==> src/rtl/core/shr_pal_pkg.sv <==
// package with shared types, constants and helpers of the palette pixel decoder
`default_nettype none
package shr_pal_pkg;

    localparam int PALETTE_COUNT_DEF = 16;
    localparam int ENTRIES           = 16;
    localparam int SEL_W             = 4;
    localparam int IDX_W             = 4;
    localparam int COLOR_W           = 12;
    localparam int NIB_W             = 4;
    localparam int COMP_W            = 8;
    localparam int BYTE_W            = 8;
    localparam int STEP_W            = 2;

    localparam logic FUNC_PAL_WRITE = 1'b0;
    localparam logic FUNC_PIXEL     = 1'b1;

    localparam logic [STEP_W-1:0] FIRST_STEP = 2'd0;
    localparam logic [STEP_W-1:0] LAST_STEP  = 2'd3;

    // 640 mode sub-palette offsets, one per pixel of the byte
    localparam logic [IDX_W-1:0] SUB_OFFS_0 = 4'h8;
    localparam logic [IDX_W-1:0] SUB_OFFS_1 = 4'hC;
    localparam logic [IDX_W-1:0] SUB_OFFS_2 = 4'h0;
    localparam logic [IDX_W-1:0] SUB_OFFS_3 = 4'h4;

    typedef struct packed {
        logic valid;
        logic hold_prev;
        logic last;
    } pix_ctl_t;

    function automatic logic [IDX_W-1:0] pixel_index(
        input logic [STEP_W-1:0] step,
        input logic [BYTE_W-1:0] pix_byte,
        input logic              mode_640
    );
        logic [IDX_W-1:0] idx;
        idx = '0;
        if (!mode_640)
        begin
            idx = step[1] ? pix_byte[3:0] : pix_byte[7:4];
        end
        else
        begin
            case (step)
                2'd0:    idx = SUB_OFFS_0 | {2'b00, pix_byte[7:6]};
                2'd1:    idx = SUB_OFFS_1 | {2'b00, pix_byte[5:4]};
                2'd2:    idx = SUB_OFFS_2 | {2'b00, pix_byte[3:2]};
                default: idx = SUB_OFFS_3 | {2'b00, pix_byte[1:0]};
            endcase
        end
        return idx;
    endfunction

    function automatic logic [COMP_W-1:0] expand_nib(input logic [NIB_W-1:0] nib);
        return {nib, {(COMP_W-NIB_W){1'b0}}};
    endfunction

endpackage
`default_nettype wire

==> src/rtl/core/shr_pal_if.sv <==
// channel interfaces for input items and pixel beats
`default_nettype none
interface shr_pal_in_if;
    logic       valid;
    logic       ready;
    logic       func;
    logic [3:0] palette_sel;
    logic [3:0] entry_index;
    logic [11:0] entry_color;
    logic [7:0] screen_byte;
    logic       mode_640;
    logic       fill_mode;

    modport source (
        output valid, func, palette_sel, entry_index, entry_color,
               screen_byte, mode_640, fill_mode,
        input  ready
    );
    modport sink (
        input  valid, func, palette_sel, entry_index, entry_color,
               screen_byte, mode_640, fill_mode,
        output ready
    );
endinterface

interface shr_pal_out_if;
    logic       valid;
    logic       ready;
    logic [7:0] red;
    logic [7:0] green;
    logic [7:0] blue;
    logic       last_pixel;

    modport source (
        output valid, red, green, blue, last_pixel,
        input  ready
    );
    modport sink (
        input  valid, red, green, blue, last_pixel,
        output ready
    );
endinterface
`default_nettype wire

==> src/rtl/core/shr_pal_issue.sv <==
// item register and pixel step sequencer issuing palette reads and writes
`default_nettype none
module shr_pal_issue #(
    parameter int PALETTE_COUNT = shr_pal_pkg::PALETTE_COUNT_DEF,
    parameter int AW = $clog2(PALETTE_COUNT * shr_pal_pkg::ENTRIES)
) (
    input  wire logic                          clk,
    input  wire logic                          rst_n,
    shr_pal_in_if.sink                         byte_ch,
    input  wire logic                          pipe_ready,
    output shr_pal_pkg::pix_ctl_t              rd_ctl,
    output logic [AW-1:0]                      rd_addr,
    output logic                               wr_en,
    output logic [AW-1:0]                      wr_addr,
    output logic [shr_pal_pkg::COLOR_W-1:0]    wr_data
);

    localparam int PSW = (PALETTE_COUNT > 1) ? $clog2(PALETTE_COUNT) : 1;

    logic [PSW-1:0] sel_wrap [shr_pal_pkg::ENTRIES];

    for (genvar g = 0; g < shr_pal_pkg::ENTRIES; g++)
    begin : g_wrap
        assign sel_wrap[g] = PSW'(g % PALETTE_COUNT);
    end

    logic                               busy_reg, busy_next;
    logic [shr_pal_pkg::STEP_W-1:0]     step_reg, step_next;
    logic                               func_reg;
    logic [PSW-1:0]                     sel_reg;
    logic [shr_pal_pkg::IDX_W-1:0]      entry_reg;
    logic [shr_pal_pkg::COLOR_W-1:0]    color_reg;
    logic [shr_pal_pkg::BYTE_W-1:0]     byte_reg;
    logic                               mode_reg;
    logic                               fill_reg;

    logic                               is_pix;
    logic                               advance;
    logic                               done;
    logic                               accept;
    logic [shr_pal_pkg::IDX_W-1:0]      idx;

    assign is_pix  = busy_reg && (func_reg == shr_pal_pkg::FUNC_PIXEL);
    assign advance = is_pix && pipe_ready;
    assign done    = busy_reg && ((func_reg == shr_pal_pkg::FUNC_PAL_WRITE)
                     || (pipe_ready && (step_reg == shr_pal_pkg::LAST_STEP)));
    assign byte_ch.ready = !busy_reg || done;
    assign accept  = byte_ch.valid && byte_ch.ready;

    always_comb
    begin
        busy_next = busy_reg;
        step_next = step_reg;
        if (done)
        begin
            busy_next = 1'b0;
        end
        if (advance)
        begin
            step_next = step_reg + 1'b1;
        end
        if (accept)
        begin
            busy_next = 1'b1;
            step_next = shr_pal_pkg::FIRST_STEP;
        end
    end

    always_ff @(posedge clk or negedge rst_n)
    begin
        if (!rst_n)
        begin
            busy_reg <= 1'b0;
            step_reg <= shr_pal_pkg::FIRST_STEP;
        end
        else
        begin
            busy_reg <= busy_next;
            step_reg <= step_next;
        end
    end

    always_ff @(posedge clk)
    begin
        if (accept)
        begin
            func_reg  <= byte_ch.func;
            sel_reg   <= sel_wrap[byte_ch.palette_sel];
            entry_reg <= byte_ch.entry_index;
            color_reg <= byte_ch.entry_color;
            byte_reg  <= byte_ch.screen_byte;
            mode_reg  <= byte_ch.mode_640;
            fill_reg  <= byte_ch.fill_mode;
        end
    end

    assign idx = shr_pal_pkg::pixel_index(step_reg, byte_reg, mode_reg);

    // 320 mode: odd steps repeat the pixel before, fill repeats on index zero
    assign rd_ctl.valid     = advance;
    assign rd_ctl.hold_prev = !mode_reg && (step_reg[0] || (fill_reg && (idx == '0)));
    assign rd_ctl.last      = (step_reg == shr_pal_pkg::LAST_STEP);
    assign rd_addr          = AW'({sel_reg, idx});

    assign wr_en   = busy_reg && (func_reg == shr_pal_pkg::FUNC_PAL_WRITE);
    assign wr_addr = AW'({sel_reg, entry_reg});
    assign wr_data = color_reg;

endmodule
`default_nettype wire

==> src/rtl/core/shr_pal_store.sv <==
// palette memory with registered read and pixel control stage
`default_nettype none
module shr_pal_store #(
    parameter int PALETTE_COUNT = shr_pal_pkg::PALETTE_COUNT_DEF,
    parameter int AW = $clog2(PALETTE_COUNT * shr_pal_pkg::ENTRIES)
) (
    input  wire logic                            clk,
    input  wire logic                            rst_n,
    input  wire shr_pal_pkg::pix_ctl_t           rd_ctl,
    input  wire logic [AW-1:0]                   rd_addr,
    input  wire logic                            wr_en,
    input  wire logic [AW-1:0]                   wr_addr,
    input  wire logic [shr_pal_pkg::COLOR_W-1:0] wr_data,
    input  wire logic                            emit_ready,
    output logic                                 pipe_ready,
    output shr_pal_pkg::pix_ctl_t                s1_ctl,
    output logic [shr_pal_pkg::COLOR_W-1:0]      s1_data
);

    localparam int DEPTH = PALETTE_COUNT * shr_pal_pkg::ENTRIES;

    logic [shr_pal_pkg::COLOR_W-1:0] mem [DEPTH];
    logic [shr_pal_pkg::COLOR_W-1:0] rd_data_reg;
    shr_pal_pkg::pix_ctl_t           ctl_reg;

    assign pipe_ready = !ctl_reg.valid || emit_ready;

    always_ff @(posedge clk)
    begin
        if (wr_en)
        begin
            mem[wr_addr] <= wr_data;
        end
    end

    always_ff @(posedge clk)
    begin
        if (rd_ctl.valid)
        begin
            rd_data_reg <= mem[rd_addr];
        end
    end

    always_ff @(posedge clk or negedge rst_n)
    begin
        if (!rst_n)
        begin
            ctl_reg <= '0;
        end
        else if (pipe_ready)
        begin
            ctl_reg <= rd_ctl;
        end
    end

    assign s1_ctl  = ctl_reg;
    assign s1_data = rd_data_reg;

endmodule
`default_nettype wire

==> src/rtl/core/shr_pal_emit.sv <==
// colour fill selection, prior colour register and pixel output register
`default_nettype none
module shr_pal_emit (
    input  wire logic                            clk,
    input  wire logic                            rst_n,
    input  wire shr_pal_pkg::pix_ctl_t           s1_ctl,
    input  wire logic [shr_pal_pkg::COLOR_W-1:0] s1_data,
    output logic                                 emit_ready,
    shr_pal_out_if.source                        pixel_ch
);

    logic                            out_valid_reg, out_valid_next;
    logic [shr_pal_pkg::COLOR_W-1:0] prior_reg;
    logic [shr_pal_pkg::COMP_W-1:0]  red_reg;
    logic [shr_pal_pkg::COMP_W-1:0]  green_reg;
    logic [shr_pal_pkg::COMP_W-1:0]  blue_reg;
    logic                            last_reg;
    logic                            take;
    logic [shr_pal_pkg::COLOR_W-1:0] color;

    assign emit_ready = !out_valid_reg || pixel_ch.ready;
    assign take       = s1_ctl.valid && emit_ready;
    assign color      = s1_ctl.hold_prev ? prior_reg : s1_data;

    always_comb
    begin
        out_valid_next = out_valid_reg;
        if (pixel_ch.ready)
        begin
            out_valid_next = 1'b0;
        end
        if (take)
        begin
            out_valid_next = 1'b1;
        end
    end

    always_ff @(posedge clk or negedge rst_n)
    begin
        if (!rst_n)
        begin
            out_valid_reg <= 1'b0;
            prior_reg     <= '0;
        end
        else
        begin
            out_valid_reg <= out_valid_next;
            if (take)
            begin
                prior_reg <= color;
            end
        end
    end

    always_ff @(posedge clk)
    begin
        if (take)
        begin
            red_reg   <= shr_pal_pkg::expand_nib(color[11:8]);
            green_reg <= shr_pal_pkg::expand_nib(color[7:4]);
            blue_reg  <= shr_pal_pkg::expand_nib(color[3:0]);
            last_reg  <= s1_ctl.last;
        end
    end

    assign pixel_ch.valid      = out_valid_reg;
    assign pixel_ch.red        = red_reg;
    assign pixel_ch.green      = green_reg;
    assign pixel_ch.blue       = blue_reg;
    assign pixel_ch.last_pixel = last_reg;

endmodule
`default_nettype wire

==> src/rtl/core/shr_palette_pixel_decoder_unit.sv <==
// top level of the palette pixel decoder: palette writes in, rgb pixel beats out
// A palette-write beat gives no pixel; a screen-byte beat gives four pixel beats, one per
// clock unless the output stalls them. The four lookups share the single read port of the
// palette memory (one lookup per pixel), and the next byte can be accepted as the last
// lookup issues. A byte passes through the item register, then the read data and control
// register, then the output register. The output register lets the next byte enter while
// pixels still wait. The palette memory holds no reset value: decode only entries that
// were written. palette_sel wraps modulo PALETTE_COUNT.
`default_nettype none
module shr_palette_pixel_decoder_unit #(
    parameter int PALETTE_COUNT = shr_pal_pkg::PALETTE_COUNT_DEF
) (
    input wire logic       clk,
    input wire logic       rst_n,
    shr_pal_in_if.sink     byte_ch,
    shr_pal_out_if.source  pixel_ch
);

    localparam int AW = $clog2(PALETTE_COUNT * shr_pal_pkg::ENTRIES);

    shr_pal_pkg::pix_ctl_t           rd_ctl;
    shr_pal_pkg::pix_ctl_t           s1_ctl;
    logic [AW-1:0]                   rd_addr;
    logic [AW-1:0]                   wr_addr;
    logic                            wr_en;
    logic [shr_pal_pkg::COLOR_W-1:0] wr_data;
    logic [shr_pal_pkg::COLOR_W-1:0] s1_data;
    logic                            pipe_ready;
    logic                            emit_ready;

    shr_pal_issue #(
        .PALETTE_COUNT (PALETTE_COUNT),
        .AW            (AW)
    ) u_issue (
        .clk        (clk),
        .rst_n      (rst_n),
        .byte_ch    (byte_ch),
        .pipe_ready (pipe_ready),
        .rd_ctl     (rd_ctl),
        .rd_addr    (rd_addr),
        .wr_en      (wr_en),
        .wr_addr    (wr_addr),
        .wr_data    (wr_data)
    );

    shr_pal_store #(
        .PALETTE_COUNT (PALETTE_COUNT),
        .AW            (AW)
    ) u_store (
        .clk        (clk),
        .rst_n      (rst_n),
        .rd_ctl     (rd_ctl),
        .rd_addr    (rd_addr),
        .wr_en      (wr_en),
        .wr_addr    (wr_addr),
        .wr_data    (wr_data),
        .emit_ready (emit_ready),
        .pipe_ready (pipe_ready),
        .s1_ctl     (s1_ctl),
        .s1_data    (s1_data)
    );

    shr_pal_emit u_emit (
        .clk        (clk),
        .rst_n      (rst_n),
        .s1_ctl     (s1_ctl),
        .s1_data    (s1_data),
        .emit_ready (emit_ready),
        .pixel_ch   (pixel_ch)
    );

endmodule
`default_nettype wire

==> src/flat_wrapper.sv <==
// flat-port wrapper written by rule: the top's interface ports become plain ports
module shr_palette_pixel_decoder_unit_flat 
#(
    parameter int PALETTE_COUNT = shr_pal_pkg::PALETTE_COUNT_DEF
)
  (clk, rst_n, byte_ch_valid, byte_ch_func, byte_ch_palette_sel, byte_ch_entry_index, byte_ch_entry_color, byte_ch_screen_byte, byte_ch_mode_640, byte_ch_fill_mode, byte_ch_ready, pixel_ch_valid, pixel_ch_red, pixel_ch_green, pixel_ch_blue, pixel_ch_last_pixel, pixel_ch_ready);
  shr_pal_in_if byte_ch_i ();
  shr_pal_out_if pixel_ch_i ();
  input wire logic clk;
  input wire logic rst_n;
  input wire logic [$bits(byte_ch_i.valid)-1:0] byte_ch_valid;
  input wire logic [$bits(byte_ch_i.func)-1:0] byte_ch_func;
  input wire logic [$bits(byte_ch_i.palette_sel)-1:0] byte_ch_palette_sel;
  input wire logic [$bits(byte_ch_i.entry_index)-1:0] byte_ch_entry_index;
  input wire logic [$bits(byte_ch_i.entry_color)-1:0] byte_ch_entry_color;
  input wire logic [$bits(byte_ch_i.screen_byte)-1:0] byte_ch_screen_byte;
  input wire logic [$bits(byte_ch_i.mode_640)-1:0] byte_ch_mode_640;
  input wire logic [$bits(byte_ch_i.fill_mode)-1:0] byte_ch_fill_mode;
  output wire logic [$bits(byte_ch_i.ready)-1:0] byte_ch_ready;
  output wire logic [$bits(pixel_ch_i.valid)-1:0] pixel_ch_valid;
  output wire logic [$bits(pixel_ch_i.red)-1:0] pixel_ch_red;
  output wire logic [$bits(pixel_ch_i.green)-1:0] pixel_ch_green;
  output wire logic [$bits(pixel_ch_i.blue)-1:0] pixel_ch_blue;
  output wire logic [$bits(pixel_ch_i.last_pixel)-1:0] pixel_ch_last_pixel;
  input wire logic [$bits(pixel_ch_i.ready)-1:0] pixel_ch_ready;
  assign byte_ch_i.valid = byte_ch_valid;
  assign byte_ch_i.func = byte_ch_func;
  assign byte_ch_i.palette_sel = byte_ch_palette_sel;
  assign byte_ch_i.entry_index = byte_ch_entry_index;
  assign byte_ch_i.entry_color = byte_ch_entry_color;
  assign byte_ch_i.screen_byte = byte_ch_screen_byte;
  assign byte_ch_i.mode_640 = byte_ch_mode_640;
  assign byte_ch_i.fill_mode = byte_ch_fill_mode;
  assign byte_ch_ready = byte_ch_i.ready;
  assign pixel_ch_valid = pixel_ch_i.valid;
  assign pixel_ch_red = pixel_ch_i.red;
  assign pixel_ch_green = pixel_ch_i.green;
  assign pixel_ch_blue = pixel_ch_i.blue;
  assign pixel_ch_last_pixel = pixel_ch_i.last_pixel;
  assign pixel_ch_i.ready = pixel_ch_ready;
  shr_palette_pixel_decoder_unit #(.PALETTE_COUNT(PALETTE_COUNT)) u_core (.clk(clk), .rst_n(rst_n), .byte_ch(byte_ch_i), .pixel_ch(pixel_ch_i));
endmodule
==> config.mk <==
export PLATFORM = sky130hd
export DESIGN_NAME = shr_palette_pixel_decoder_unit_flat
export DESIGN_NICKNAME = d
export VERILOG_FILES = /design/src/rtl/core/shr_pal_pkg.sv /design/src/rtl/core/shr_pal_if.sv /design/src/rtl/core/shr_pal_issue.sv /design/src/rtl/core/shr_pal_store.sv /design/src/rtl/core/shr_pal_emit.sv /design/src/rtl/core/shr_palette_pixel_decoder_unit.sv /design/src/flat_wrapper.sv
export SDC_FILE = /design/constraint.sdc
export NUM_CORES = 2
export LEC_CHECK = 0
export BUFFER_PORTS_ARGS = -buffer_cell sky130_fd_sc_hd__buf_2
export CELL_PAD_IN_SITES_DETAIL_PLACEMENT = 0
export CELL_PAD_IN_SITES_GLOBAL_PLACEMENT = 1
export CORE_MARGIN = 1.5
export CORE_UTILIZATION = 40
export CTS_BUF_LIST = sky130_fd_sc_hd__clkbuf_16
export CTS_CLUSTER_DIAMETER = 80
export DETAILED_ROUTE_END_ITERATION = 8
export HOLD_SLACK_MARGIN = 0.02
export PLACE_DENSITY_LB_ADDON = 0.1
export SETUP_SLACK_MARGIN = 0.05
export SLEW_MARGIN = 25
export SYNTH_ARGS = -nofsm -noshare
export SYNTH_HDL_FRONTEND = slang
export SYNTH_HIERARCHICAL = 1
export SYNTH_SLANG_ARGS = --single-unit
==> constraint.sdc <==
create_clock -name clk -period 9.7 [get_ports clk]
set_input_delay 2.91 -clock clk [delete_from_list [all_inputs] [get_ports clk]]
set_output_delay 2.91 -clock clk [all_outputs]
set_load 0.05 [all_outputs]
==> impl_metrics.toml <==
[die]
die_w_um = 554
rows = 202
start_util_pct = 40.1
die_h_um = 554
core_um2 = 302000
pin_count = 62
die_area_um2 = 307000

[pwr]
ir_worst_vdd_v = 0.000157
total_leakage_power_nw = 43.3
fin_total_pwr_mw = 34.6
power_density_nw_per_um2 = 249

[timing]
hold_viol = 0
tns_ps = 0
fmax_ghz = 0.149
relSlewSlack_pct = 15.0
fin_crit_ps = 6730
post-route-period-util_pct = 69.4
rsz0062_at_grt = "no"
setup_viol = 0
timing.hold.ws_ps = 460
worst_slew_pin_slew_ps = 1280
drv_slew = 0
setup_ws_ps = 2970
fin_skew_ps = 46.0

[setup_path]
cp_cell_sequence = "buf_2, nand2b_4, nand2b_1, a21o_1, buf_2"
crit_family = "simple AND/OR/NAND/NOR gates"
crit_slowest_cell = "a21o_1"
max_stage_delay_ps = 240
worst-path-stages = 5
cp_max_fo = 5
crit_path_end = "byte_ch_ready"
r2r-start = "u_core/u_issue/step_reg[1]"
start_kind = "primary input"
path_buf_inv = 2
critical_path_required_ps = 6790
reg2reg_to = "u_core/u_store/s1_data[6]"
crit_path_frequent_cell = "buf_2"
worstPathArrival_ps = 3820
r2r_cells = 13
rrSetupSlack_ps = 3900
startpoint = "pixel_ch_ready"
cp-end-kind = "primary output"
critPathKind = "primary input to primary output"

[worst_hold_path]
holdPathStages = 0
hold_class = "flop to flop"

[synthesis]
synth_most_common_cell = "edfxtp_1"
synthDistinctLibCells = 70
ys_async_sr_fraction_pct = 0.604
ys_ff_latch = 3147
synth_area_um2 = 121000
synth.area.top_cells = "edfxtp_1, mux4_2, mux2i_1"
yosys.area.top_type_share_pct = 77.4
syn_inst = 5609
yosysTopAreaCell = "edfxtp_1"
synth_enable_flop_cells = 3128
postSynthAreaPerCell_um2 = 21.6
yosysSeqAreaShare_pct = 77.8
synthTopCellsByCount = "edfxtp_1, mux4_2, nor2_1"
synth-warning-count = 6
synth_ff_type = "edfxtp_1"

[final_layout]
fillerInstances = 25358
multi_input_area_um2 = 25100
largest_reg_flops = 3072
stdcell_area_um2 = 139000
registers.top_by_ff_count = "u_core/u_store/mem"
area_growth_pct = 14.2
regArea_um2 = 94400
num-nets-final = 6039
instances_no_fill = 10250
drive_gt1_share_pct = 26.3
postLayoutCoreUtil_pct = 45.8

[route]
vias_per_cell = 5.73
drt_iter0_drc = 6534
wl_per_cell_um = 32.9
ant_nets = 0
num_vias = 58727
drt-pass1-iter-count = 5
totalWireLength_mm = 337
drcViolationCount = 0

[clock_tree]
postCtsSetupRepairBufs = 0
clk_pin_slew_ps = 50
cts_tree = "yes"
clock_latency_ps = 910
post_cts_resized = 0
root_buffer = "clkbuf_16"
htree_levels = 5
cts_max_path_buffers = 4
numCtsBuffers = 339
cts.hold.buffers_added = 0
cts.sinks = 3147

[placed_design]
portBuffers = 49
pre_cts_ws_ps = 2950
place.gp.congestion = 0.774
dpl.cell_count = 9631
dpl.hpwl_mm = 196
dpl_cell_area_um2 = 128000

[job]
cap_violations = 0

[global_routing]
grt_first_pass_wirelength_mm = 471
grt_max_degree = 183
grt.total_usage_pct = 21.8
antenna_found_initial = 28
grt_pass1_vias = 59582
grt_overflow = 0

[status]
status = "finished clean"
[where the power goes]
group	internal (mW)	leakage [nW]	total, mW	switching, mW
sequential	15.2	28.4	15.3	0.0957
combinational	2.59	9.38	6.64	4.05
clock	7.28	5.58	12.6	5.35
total	25.1	43.3	34.6	9.49
[worst reg2reg max path: cells and delay by family, from the launching register on]
kind / cells / cell delay, ps
AO/OA/AOI/OAI: 3 / 860
adder cells (fa/ha/maj): 1 / 370
buffers and inverters: 5 / 2040
flip-flops: 1 / 630
multiplexers: 1 / 690
AND/OR/NAND/NOR: 3 / 940
[layout by cell type, fill, tap and decap left out, types with 12 or more instances in the layout]
cell	netlist	layout
a211oi_1	58	57
a21oi_1	139	137
a22oi_1	234	234
buf_12	11	25
buf_2	101	49
buf_4	51	312
bufinv_16	0	30
clkbuf_16	0	346
clkinv_1	0	75
clkinv_2	0	59
conb_1	1	12
dfrtp_1	19	19
edfxtp_1	3128	3128
inv_1	4	74
mux2_2	40	40
mux2i_1	202	202
mux4_1	27	27
mux4_2	629	629
nand2_1	51	49
nand2b_1	16	14
nand3_1	25	14
nand4_1	15	15
nor2_1	295	239
nor2_2	0	43
nor2_4	0	13
nor2b_1	29	24
nor3_1	14	14
nor4_1	46	37
o21ai_0	32	32
o221ai_1	51	51
o22ai_1	84	82
[how the worst min path moves through the flow]
| stage | from | end | slack, ps |
|---|---|---|---|
| after floorplan | u_core/u_store/s1_ctl[0] | u_core/u_emit/pixel_ch.last_pixel | 420 |
| after global placement | u_core/u_store/s1_ctl[0] | u_core/u_emit/pixel_ch.last_pixel | 450 |
| after detailed placement | u_core/u_store/s1_ctl[0] | u_core/u_emit/pixel_ch.last_pixel | 450 |
| after CTS | u_core/u_store/s1_ctl[0] | u_core/u_emit/pixel_ch.last_pixel | 470 |
| after global routing | u_core/u_store/s1_ctl[0] | u_core/u_emit/pixel_ch.last_pixel | 470 |
| final | u_core/u_store/s1_ctl[0] | u_core/u_emit/pixel_ch.last_pixel | 460 |
[area by class of cell]
cell class                 instances  share of cell area, %
sequential                      3147                   68.1
multi-input combinational       2112                   18.1
clock buffer                     346                   6.25
tap                             3978                   3.59
timing repair buffer             396                   2.37
clock inverter                   263                   1.56
inverter                           4                 0.0108
antenna                            4                0.00722
[layer usage]
metal	up-vias	GRT usage (%)	wire, um
met5	-	0	0
met4	0	4.18	5440
met3	332	3.36	21600
met2	1861	34.4	159000
met1	32027	32.1	150000
li1	24507	-	-
[cells by family (layout without fill, tap and decap cells)]
family	after synthesis	in the layout	share of synthesized area [%]
mux	908	908	14.4
flops	3147	3147	77.8
simple gates	532	532	2.07
fa+ha+maj	4	4	0.0412
buf+inv	361	1009	1.95
other cells	1	16	0.00309
compound gates	656	656	3.72
No activity file was read; power rests on OpenSTA's default activity.
